===== src/hdl/fdl_pkg.sv =====
`timescale 1ns / 1ps
`default_nettype none
// ----------------------------------------------------------------------------
// fdl_pkg
// Shared types and constants for the FAT directory entry lister.
// ----------------------------------------------------------------------------
package fdl_pkg;

    localparam int MAX_LISTED_DEFAULT = 1023;
    localparam int COUNT_W = 10;
    localparam int QUEUE_DEPTH = 4;

    localparam logic [COUNT_W-1:0] NAME_LIMIT_RESET = 10'd64;

    localparam logic KIND_ENTRY = 1'b0;
    localparam logic KIND_START = 1'b1;

    localparam logic REPORT_CHAR = 1'b0;
    localparam logic REPORT_END = 1'b1;

    localparam logic [7:0] BYTE_END = 8'h00;
    localparam logic [7:0] BYTE_DELETED = 8'hE5;
    localparam logic [7:0] ATTR_LONG_NAME = 8'h0F;
    localparam logic [7:0] ATTR_VOLUME = 8'h08;
    localparam logic [7:0] CHAR_SPACE = 8'h20;
    localparam logic [7:0] CHAR_DOT = 8'h2E;
    localparam logic [7:0] CHAR_NUL = 8'h00;

    typedef struct packed {
        logic               report;
        logic               finished;
        logic [COUNT_W-1:0] count;
        logic [63:0]        base_name;
        logic [23:0]        extension;
        logic [3:0]         base_len;
        logic               has_ext;
        logic [1:0]         ext_len;
    } job_t;

endpackage

`default_nettype wire


===== src/hdl/fdl_front.sv =====
`timescale 1ns / 1ps
`default_nettype none
// ----------------------------------------------------------------------------
// fdl_front
// Accepts entries, classifies them, keeps the name count and finish flag,
// and queues one job for every entry that produces output.
// ----------------------------------------------------------------------------
module fdl_front
    import fdl_pkg::*;
#(
    parameter int MAX_LISTED = MAX_LISTED_DEFAULT
) (
    input  wire logic               aclk,
    input  wire logic               aresetn,
    input  wire logic               cfg_valid,
    input  wire logic [COUNT_W-1:0] cfg_data,
    input  wire logic               s_tvalid,
    output logic                    s_tready,
    input  wire logic               kind,
    input  wire logic [63:0]        base_name,
    input  wire logic [23:0]        extension,
    input  wire logic [7:0]         attributes,
    input  wire logic               queue_full,
    output logic                    push,
    output job_t                    push_job
);

    localparam logic [16:0] MaxL = 17'(MAX_LISTED);

    logic [COUNT_W-1:0] name_limit_reg;
    logic [COUNT_W-1:0] count_reg, count_next;
    logic               done_reg, done_next;
    logic               accept;
    logic [7:0]         b0;
    logic               skip;
    logic [16:0]        lim;
    logic [COUNT_W-1:0] count_inc;
    logic               done_inc;
    logic [3:0]         base_len;
    logic [1:0]         ext_len;
    logic               base_found;
    logic               ext_found;

    assign s_tready = !queue_full;
    assign accept = s_tvalid && s_tready;
    assign b0 = base_name[7:0];
    assign skip = (b0 == BYTE_DELETED) || (attributes == ATTR_LONG_NAME) ||
                  ((attributes & ATTR_VOLUME) != 8'h00);

    always_comb begin
        base_len = 4'd8;
        base_found = 1'b0;
        for (int i = 0; i < 8; i++) begin
            if (!base_found && base_name[8*i +: 8] == CHAR_SPACE) begin
                base_len = 4'(i);
                base_found = 1'b1;
            end
        end
        ext_len = 2'd3;
        ext_found = 1'b0;
        for (int j = 0; j < 3; j++) begin
            if (!ext_found && extension[8*j +: 8] == CHAR_SPACE) begin
                ext_len = 2'(j);
                ext_found = 1'b1;
            end
        end
    end

    always_comb begin
        lim = ({7'd0, name_limit_reg} > MaxL) ? MaxL : {7'd0, name_limit_reg};
        if (lim == 17'd0) begin
            lim = 17'd1;
        end
        count_inc = ({7'd0, count_reg} < MaxL) ? count_reg + 1'b1 : count_reg;
        done_inc = ({7'd0, count_inc} >= lim);
    end

    always_comb begin
        count_next = count_reg;
        done_next = done_reg;
        push = 1'b0;
        push_job.report = REPORT_CHAR;
        push_job.finished = done_inc;
        push_job.count = count_inc;
        push_job.base_name = base_name;
        push_job.extension = extension;
        push_job.base_len = base_len;
        push_job.has_ext = (extension[7:0] != CHAR_SPACE);
        push_job.ext_len = ext_len;
        if (accept) begin
            if (kind == KIND_START) begin
                count_next = '0;
                done_next = 1'b0;
            end else if (!done_reg) begin
                if (b0 == BYTE_END) begin
                    done_next = 1'b1;
                    push = 1'b1;
                    push_job.report = REPORT_END;
                    push_job.finished = 1'b1;
                    push_job.count = count_reg;
                end else if (!skip) begin
                    count_next = count_inc;
                    done_next = done_inc;
                    push = 1'b1;
                end
            end
        end
    end

    always_ff @(posedge aclk) begin
        if (!aresetn) begin
            name_limit_reg <= NAME_LIMIT_RESET;
            count_reg <= '0;
            done_reg <= 1'b0;
        end else begin
            if (cfg_valid) begin
                name_limit_reg <= cfg_data;
            end
            count_reg <= count_next;
            done_reg <= done_next;
        end
    end

endmodule

`default_nettype wire


===== src/hdl/fdl_queue.sv =====
`timescale 1ns / 1ps
`default_nettype none
// ----------------------------------------------------------------------------
// fdl_queue
// Short job queue between the classifying front and the serializing back.
// ----------------------------------------------------------------------------
module fdl_queue
    import fdl_pkg::*;
(
    input  wire logic aclk,
    input  wire logic aresetn,
    input  wire logic push,
    input  wire job_t push_job,
    output logic      full,
    input  wire logic pop,
    output job_t      pop_job,
    output logic      empty
);

    localparam int PtrW = $clog2(QUEUE_DEPTH);

    job_t            entries [QUEUE_DEPTH];
    logic [PtrW-1:0] wr_ptr_reg;
    logic [PtrW-1:0] rd_ptr_reg;
    logic [PtrW:0]   fill_reg;

    assign full = (fill_reg == (PtrW + 1)'(QUEUE_DEPTH));
    assign empty = (fill_reg == '0);
    assign pop_job = entries[rd_ptr_reg];

    always_ff @(posedge aclk) begin
        if (push) begin
            entries[wr_ptr_reg] <= push_job;
        end
    end

    always_ff @(posedge aclk) begin
        if (!aresetn) begin
            wr_ptr_reg <= '0;
            rd_ptr_reg <= '0;
            fill_reg <= '0;
        end else begin
            if (push) begin
                wr_ptr_reg <= wr_ptr_reg + 1'b1;
            end
            if (pop) begin
                rd_ptr_reg <= rd_ptr_reg + 1'b1;
            end
            if (push && !pop) begin
                fill_reg <= fill_reg + 1'b1;
            end else if (pop && !push) begin
                fill_reg <= fill_reg - 1'b1;
            end
        end
    end

endmodule

`default_nettype wire


===== src/hdl/fdl_back.sv =====
`timescale 1ns / 1ps
`default_nettype none
// ----------------------------------------------------------------------------
// fdl_back
// Holds one job and sends its characters, one per cycle while m_tready is high,
// ending with the terminator or the end report.
// ----------------------------------------------------------------------------
module fdl_back
    import fdl_pkg::*;
(
    input  wire logic                aclk,
    input  wire logic                aresetn,
    input  wire logic                queue_empty,
    input  wire job_t                queue_job,
    output logic                     pop,
    output logic                     m_tvalid,
    input  wire logic                m_tready,
    output logic                     report,
    output logic [7:0]               character,
    output logic                     last,
    output logic                     finished,
    output logic [COUNT_W-1:0]       names_listed
);

    job_t       job_reg;
    logic       valid_reg;
    logic [3:0] idx_reg;
    logic [3:0] last_idx;
    logic [3:0] ext_pos;
    logic       take;

    assign last_idx = job_reg.report ? 4'd0 :
                      job_reg.base_len + (job_reg.has_ext ? {2'd0, job_reg.ext_len} + 4'd1
                                                          : 4'd0);
    assign ext_pos = idx_reg - job_reg.base_len - 4'd1;
    assign take = valid_reg && m_tready;
    assign pop = !queue_empty && (!valid_reg || (take && idx_reg == last_idx));

    assign m_tvalid = valid_reg;
    assign report = job_reg.report;
    assign last = (idx_reg == last_idx);
    assign finished = job_reg.finished;
    assign names_listed = job_reg.count;

    always_comb begin
        character = CHAR_NUL;
        if (!job_reg.report) begin
            if (idx_reg < job_reg.base_len) begin
                character = job_reg.base_name[8*idx_reg[2:0] +: 8];
            end else if (job_reg.has_ext && idx_reg == job_reg.base_len) begin
                character = CHAR_DOT;
            end else if (job_reg.has_ext && idx_reg < last_idx) begin
                character = job_reg.extension[8*ext_pos[1:0] +: 8];
            end
        end
    end

    always_ff @(posedge aclk) begin
        if (pop) begin
            job_reg <= queue_job;
        end
    end

    always_ff @(posedge aclk) begin
        if (!aresetn) begin
            valid_reg <= 1'b0;
            idx_reg <= '0;
        end else begin
            if (pop) begin
                valid_reg <= 1'b1;
                idx_reg <= '0;
            end else if (take) begin
                if (idx_reg == last_idx) begin
                    valid_reg <= 1'b0;
                end
                idx_reg <= idx_reg + 1'b1;
            end
        end
    end

endmodule

`default_nettype wire


===== src/hdl/fat_directory_entry_lister.sv =====
`timescale 1ns / 1ps
`default_nettype none
// ----------------------------------------------------------------------------
// fat_directory_entry_lister
// Lists 8.3 names from FAT directory entries, one character per transaction.
// The first character of an entry is registered in the queue, then in the back job register.
// The back serializer gives one result per cycle while m_tready is high; an entry with an
// n-character name gives n + 1 results (at most 13), and skipped entries queue no job.
// A four-job queue lets the input keep running while results drain.
// Reset clears the count and finish flag, sets the limit to 64 and empties the queue.
// ----------------------------------------------------------------------------
module fat_directory_entry_lister
    import fdl_pkg::*;
#(
    parameter int MAX_LISTED = MAX_LISTED_DEFAULT
) (
    input  wire logic               aclk,
    input  wire logic               aresetn,
    input  wire logic               cfg_valid,
    output logic                    cfg_ready,
    input  wire logic [COUNT_W-1:0] cfg_data,
    input  wire logic               s_tvalid,
    output logic                    s_tready,
    input  wire logic [95:0]        s_tdata,  // base_name, extension, attributes
    input  wire logic [0:0]         s_tuser,  // kind
    output logic                    m_tvalid,
    input  wire logic               m_tready,
    output logic [23:0]             m_tdata,  // character, finished, names_listed, zero pad
    output logic [0:0]              m_tuser,  // report
    output logic                    m_tlast
);

    logic               queue_full;
    logic               queue_empty;
    logic               push;
    logic               pop;
    job_t               push_job;
    job_t               pop_job;
    logic [7:0]         character;
    logic               finished;
    logic [COUNT_W-1:0] names_listed;

    assign cfg_ready = 1'b1;
    assign m_tdata = {5'd0, names_listed, finished, character};

    fdl_front #(
        .MAX_LISTED(MAX_LISTED)
    ) u_front (
        .aclk       (aclk),
        .aresetn    (aresetn),
        .cfg_valid  (cfg_valid),
        .cfg_data   (cfg_data),
        .s_tvalid   (s_tvalid),
        .s_tready   (s_tready),
        .kind       (s_tuser[0]),
        .base_name  (s_tdata[63:0]),
        .extension  (s_tdata[87:64]),
        .attributes (s_tdata[95:88]),
        .queue_full (queue_full),
        .push       (push),
        .push_job   (push_job)
    );

    fdl_queue u_queue (
        .aclk     (aclk),
        .aresetn  (aresetn),
        .push     (push),
        .push_job (push_job),
        .full     (queue_full),
        .pop      (pop),
        .pop_job  (pop_job),
        .empty    (queue_empty)
    );

    fdl_back u_back (
        .aclk         (aclk),
        .aresetn      (aresetn),
        .queue_empty  (queue_empty),
        .queue_job    (pop_job),
        .pop          (pop),
        .m_tvalid     (m_tvalid),
        .m_tready     (m_tready),
        .report       (m_tuser[0]),
        .character    (character),
        .last         (m_tlast),
        .finished     (finished),
        .names_listed (names_listed)
    );

endmodule

`default_nettype wire


===== config.mk =====
export PLATFORM = sky130hd
export DESIGN_NAME = fat_directory_entry_lister
export DESIGN_NICKNAME = d
export VERILOG_FILES = /design/src/hdl/fdl_pkg.sv /design/src/hdl/fdl_front.sv /design/src/hdl/fdl_queue.sv /design/src/hdl/fdl_back.sv /design/src/hdl/fat_directory_entry_lister.sv
export SDC_FILE = /design/constraint.sdc
export NUM_CORES = 1
export LEC_CHECK = 0
export BUFFER_PORTS_ARGS = -buffer_cell sky130_fd_sc_hd__buf_2
export CORE_MARGIN = 2
export CORE_UTILIZATION = 51
export DETAILED_ROUTE_END_ITERATION = 12
export PLACE_DENSITY_LB_ADDON = 0.2
export SYNTH_ARGS = -nofsm -noshare
export SYNTH_HDL_FRONTEND = slang
export SYNTH_HIERARCHICAL = 1
export SYNTH_SLANG_ARGS = --single-unit
export TNS_END_PERCENT = 100

===== constraint.sdc =====
create_clock -name aclk -period 13.2 [get_ports aclk]
set_input_delay 2.64 -clock aclk [delete_from_list [all_inputs] [get_ports aclk]]
set_output_delay 2.64 -clock aclk [all_outputs]
set_load 0.03 [all_outputs]

Word level (Yosys, flattened, before mapping)
Memory sizes are Yosys's and may differ from the RTL's. A register that Yosys moved wholly into a read port is not among the register bits.
Index checks and enable logic that the tools add are counted.
{"block": "classes", "n_addsub": 10, "order_cmp": 4, "n_eq_ne": 20, "n_shift": 2, "muxes": 52, "bitwise": 1, "n_reduce_logical": 43}
{"cell": "8-bit by 6-bit equality test with 1-bit output (second input constant)", "n": 11}
{"cell": "64-bit by 7-bit variable part select with 8-bit output", "n": 1}
{"cell": "10-bit two-way mux", "n": 6}
{"cell": "12-bit two-way mux", "n": 4}
{"cell": "4-bit two-way mux", "n": 10}
{"cell": "8-bit two-way mux", "n": 4}
{"cell": "24-bit by 6-bit variable part select with 8-bit output", "n": 1}
{"cell": "1-bit two-way mux", "n": 23}
{"cell": "1-bit logical AND", "n": 17}
{"cell": "1-bit zero test", "n": 14}
{"cell": "10-bit by 1-bit adder with 10-bit output (second input constant)", "n": 1}
{"cell": "10-bit >= comparator", "n": 1}
{"cell": "10-bit zero test", "n": 1}
{"cell": "10-bit < comparator (second input constant)", "n": 1}
{"cell": "4-bit equality test", "n": 2}
{"cell": "8-bit by 4-bit equality test with 1-bit output (second input constant)", "n": 1}
{"cell": "8-bit equality test (second input constant)", "n": 1}
{"cell": "8-bit zero test", "n": 1}
{"cell": "4-bit < comparator", "n": 2}
{"cell": "8-bit by 6-bit inequality test with 1-bit output (second input constant)", "n": 1}
{"cell": "2-bit two-way mux", "n": 3}
{"cell": "3-bit two-way mux", "n": 2}
{"cell": "2-bit inequality test (second input constant)", "n": 3}
{"cell": "2-bit nonzero test", "n": 3}
{"cell": "other kinds (15)", "n": 18}
{"block": "word_totals", "ff_bits": 33, "ram_bits": 428, "input_bits": 112, "word_cells": 141, "mem_count": 1}
{"name": "u_queue.entries", "depth": 4, "word_bits": 107, "read_ports": 1, "rd_clocked_by_memory_dff": 1, "write_ports": 1, "line_no": "fdl_queue.sv:22", "rtl": "job_t entries [QUEUE_DEPTH];"}

Longest topological paths before layout
{"block": "depth", "depth_word": 23, "ltp_mapped": 18}

By module
Netlist, hierarchy kept.
{"mod": "fdl_queue", "n_inst": 1, "cells_per_inst": 602, "area_each_um2": 15865.2, "seq_area_each_um2": 13032.5}
{"mod": "fdl_back", "n_inst": 1, "cells_per_inst": 270, "area_each_um2": 4715.8, "seq_area_each_um2": 3313.2}
{"mod": "fdl_front", "n_inst": 1, "cells_per_inst": 336, "area_each_um2": 2576.2, "seq_area_each_um2": 420.4}
{"mod": "fat_directory_entry_lister", "n_inst": 1, "cells_per_inst": 9, "area_each_um2": 60.1, "seq_area_each_um2": 0.0}

Least setup slack after synthesis
OpenSTA, ideal clock, no wires.
{"block": "synth_path", "kind": "input port to flip-flop", "start": "input m_tready", "end": "register u_queue.fill_reg[2]", "setup_ns": 0.076, "t_arrival_ns": 8.654, "required_ns": 13.124, "path_slack_ns": 4.471, "stages": 9, "cell_sequence": "a21boi_0 -> nor2_1 -> inv_1 -> ha_1 -> inv_1 -> fa_1 -> xor2_1 -> or3_1 -> a21boi_0"}
{"block": "synth_between", "elab_chain_cells": 7, "elab_cells_between_ends": 9, "cone_classes": "mux: 1; reduce/logical: 8"}
{"item": "start, declared", "line_no": "fat_directory_entry_lister.sv:27", "rtl": "input wire logic m_tready,"}
{"item": "1-bit logical AND (*)", "line_no": "fdl_back.sv:36", "rtl": "assign take = valid_reg && m_tready;"}
{"item": "1-bit logical AND (*)", "line_no": "fdl_back.sv:37", "rtl": "assign pop = !queue_empty && (!valid_reg || (take && idx_reg == last_idx));"}
{"item": "1-bit logical OR (*)", "line_no": "fdl_back.sv:37"}
{"item": "1-bit logical AND (*)", "line_no": "fdl_back.sv:37"}
{"item": "named net pop", "line_no": "fat_directory_entry_lister.sv:36", "rtl": "logic pop;"}
{"item": "1-bit zero test", "line_no": "fdl_queue.sv:49", "rtl": "if (push && !pop) begin"}
{"item": "1-bit logical AND", "line_no": "fdl_queue.sv:49"}
{"item": "3-bit two-way mux or 2-bit nonzero test (tied branches)"}
{"item": "end signal, assigned", "line_no": "fdl_queue.sv:50", "rtl": "fill_reg <= fill_reg + 1'b1;"}
{"item": "end signal, assigned", "line_no": "fdl_queue.sv:52", "rtl": "fill_reg <= fill_reg - 1'b1;"}
{"item": "end, declared", "line_no": "fdl_queue.sv:25", "rtl": "logic [PtrW:0] fill_reg;"}
Mark *: on every way through the listed nets, which the timed path passes. The rest lies on a longest branch.
A chain may end at the register's enable or synchronous reset.

Worst setup path in the final report
{"block": "layout_path", "start": "register, netlist name u_back/job_reg[0]", "end": "output m_tdata[7]"}
{"block": "layout_between", "elab_chain_cells": 10}
{"item": "2-bit by 1-bit adder with 3-bit output", "line_no": "fdl_back.sv:33", "rtl": "job_reg.base_len + (job_reg.has_ext ? {2'd0, job_reg.ext_len} + 4'd1"}
{"item": "4-bit two-way mux", "line_no": "fdl_back.sv:33"}
{"item": "4-bit adder", "line_no": "fdl_back.sv:33"}
{"item": "4-bit two-way mux", "line_no": "fdl_back.sv:32", "rtl": "assign last_idx = job_reg.report ? 4'd0 :"}
{"item": "4-bit < comparator", "line_no": "fdl_back.sv:52", "rtl": "end else if (job_reg.has_ext && idx_reg < last_idx) begin"}
{"item": "1-bit logical AND", "line_no": "fdl_back.sv:52"}
{"item": "8-bit two-way mux", "line_no": "fdl_back.sv:52"}
{"item": "8-bit two-way mux", "line_no": "fdl_back.sv:50", "rtl": "end else if (job_reg.has_ext && idx_reg == job_reg.base_len) begin"}
{"item": "8-bit two-way mux", "line_no": "fdl_back.sv:48", "rtl": "if (idx_reg < job_reg.base_len) begin"}
{"item": "8-bit two-way mux", "line_no": "fdl_back.sv:47", "rtl": "if (!job_reg.report) begin"}
{"item": "end, declared", "line_no": "fat_directory_entry_lister.sv:28", "rtl": "output logic [23:0] m_tdata,"}
No other way between the ends.

==> qor.yml <==
avgSynthCellArea_sq_um: 19.1
antenna_found_initial: 7
placementRows: 78
max-cap-violations: 0
clk_pin_slew_ps: 60
setup_ws_ps: 6390
grt_first_pass_wirelength_microns: 67900
power_density_mw_per_mm2: 195
drc: 0
ys_seq_elements: 570
largest_reg_flops: 428
final_max_slew_viol_count: 0
setup_violations: 0
layout-drive-gt1-share_pct: 27.1
start_kind: "flip-flop"
cts_tree: "done"
syn_inst: 1217
rsz0062_at_grt: "false"
synth_edf_count: 535
num_io_pins: 141
finalCoreUtilization_pct: 56.3
cp-end-kind: "output pin"
fin_skew_ps: 19.0
die_w_microns: 217
worst_slew_pin_slew_ps: 1090
peakVddDrop_v: 0.000129
startpoint: "u_back/job_reg[0]$_DFFE_PP_"
via_count: 10843
dieArea_sq_mm: 0.0472
dp_hpwl_microns: 27400
cts_max_level: 2
die_h_microns: 217
worst_hold_slack_ps: 515
holdCritStartpoint: "u_front/name_limit_reg[6]$_SDFFE_PN1P_"
leakagePower_nw: 8.37
coreArea_sq_mm: 0.0452
timing.final.crit_share_pct: 51.6
rr_startpoint: "u_back/job_reg[0]$_DFFE_PP_"
arrival_ps: 4170
cts_resized: 0
totalPowerFinal_w: 0.00495
ys_seq_area_share_pct: 72.2
grt_start_max_net_pins: 68
outcome: "finished, final reports clean"
syn_to_final_growth_pct: 9.62
grt_pass1_vias: 11003
final.setup.tns_ps: 0
nets: 1413
clock_latency_ps: 600
dr.pass1.iters: 5
vias_per_cell: 5.65
start_util_pct: 51.4
ctsRootBufferMaster: "clkbuf_16"
synth_cell_types: 62
grt_overflow: 0
wirelength_microns: 44500
period_minus_slack_ps: 6810
critical_path_class: "flip-flop to output pin"
cts.hold.buffers_added: 0
finalHoldViolCount: 0
cp_max_fo: 5
drt_iter0_drc: 785
slew_headroom_pct: 27.3
synth_area_sq_mm: 0.0232
required_ps: 10560
wl_per_cell_microns: 23.2
dp_slack_ps: 6800
ys_warn_count: 6
io_buffers: 127
synth_ff_type: "edfxtp_1"
cts_buffers: 56
clock_sinks: 570
fmax_ghz: 0.147
track_usage_pct: 19.4
place_congestion: 0.831
post_cts_buffers: 0
clockBufferDepth: 3
synthArstFlopShare_pct: 0
min_path_type: "flip-flop to flip-flop"
drt.antenna.violating_nets: 0
==> report_power, final <==
group / switching, W / internal [W] / leakage [nW]
registers: 0.000137 / 0.00229 / 5.17
logic: 0.000589 / 0.000422 / 2.34
clock network: 0.000645 / 0.000867 / 0.858
total: 0.00137 / 0.00358 / 8.37
==> metrics by stage <==
step | cells | instance area [sq um]
floorplan | 1221 | 23200
detailed placement | 1812 | 23700
finish | 1919 | 25500
global placement | 1812 | 23700
CTS | 1918 | 25400
global route | 1918 | 25400
==> layer usage <==
metal  part of all wire (%)  track usage (%)
met1                     43             26.8
met2                     49             31.0
met3                    6.0             4.77
met4                    2.2             5.27
met5                   0.18                0
==> area by class of cell <==
class	count	area (sq um)
Inverter	27	101
Tap cell	600	751
Clock inverter	32	235
Sequential cell	570	16800
Timing Repair Buffer	138	718
Clock buffer	74	1520
Multi-Input combinational cell	477	5350
Antenna cell	1	2.50
Fill cell	3410	19700
==> kinds of logic after synthesis <==
logic type,share of synthesized area [%]
buffers and inverters,4.88
other,0.0323
AND/OR/NAND/NOR,4.40
adder cells (fa/ha/maj),1.74
multiplexers,13.2
flip-flops,72.2
AO/OA/AOI/OAI,2.82
XOR/XNOR,0.722
==> placed cells by master (no fill, tap or decap), types with 13 or more instances in the layout <==
cell / instances
a21oi_1: 21
buf_2: 127
clkbuf_1: 14
clkbuf_16: 57
dfxtp_1: 33
edfxtp_1: 535
ha_1: 29
inv_1: 27
mux2i_1: 31
mux4_2: 120
nand2_1: 44
nand2b_1: 15
nor2_1: 17
nor2b_1: 21
o21ai_0: 13
==> synthesized netlist by cell type (7+ instances only) <==
| cell | n | area, sq um |
|---|---|---|
| nor3b_1 | 7 | 52.6 |
| dfxtp_1 | 35 | 701 |
| nand3_1 | 12 | 60.1 |
| edfxtp_1 | 535 | 16100 |
| xor2_1 | 7 | 61.3 |
| nor2_1 | 18 | 67.6 |
| mux4_2 | 120 | 2700 |
| nor4_1 | 11 | 68.8 |
| nor2b_1 | 21 | 131 |
| nand2_1 | 44 | 165 |
| mux2i_1 | 31 | 310 |
| nor3_1 | 8 | 40.0 |
| buf_2 | 18 | 90.1 |
| inv_1 | 27 | 101 |
| clkbuf_1 | 15 | 56.3 |
| a21oi_1 | 21 | 105 |
| and2_1 | 12 | 75.1 |
| o21ai_0 | 13 | 65.1 |
| nand2b_1 | 15 | 93.8 |
| o211ai_1 | 9 | 67.6 |
| ha_1 | 29 | 363 |
| xnor2_1 | 9 | 78.8 |
| o22a_1 | 7 | 61.3 |
| nor4b_1 | 8 | 70.1 |
| buf_4 | 108 | 811 |
==> critical path, cell delays in order, from the launching register on <==
cell and delay [ps]:
edfxtp_1 400, ha_1 300, and2_1 190, ha_1 290, a21o_1 150, a21oi_1 180, xnor2_1 150, nand2b_1 80
ha_1 300, a211oi_1 610, nand3b_1 260, o32ai_1 400, buf_2 260
==> worst paths after layout <==
check,endpoint,slack (ps),cells after the start
worst min register to register,u_front/name_limit_reg[6]$_SDFFE_PN1P_,510,2
worst max-delay path,m_tdata[7],6390,12
worst min-delay path,u_front/name_limit_reg[6]$_SDFFE_PN1P_,510,2
worst max register to register,u_queue/fill_reg[2]$_SDFFE_PN0P_,8510,19
Note: power is estimated with default switching activity, not from simulation.
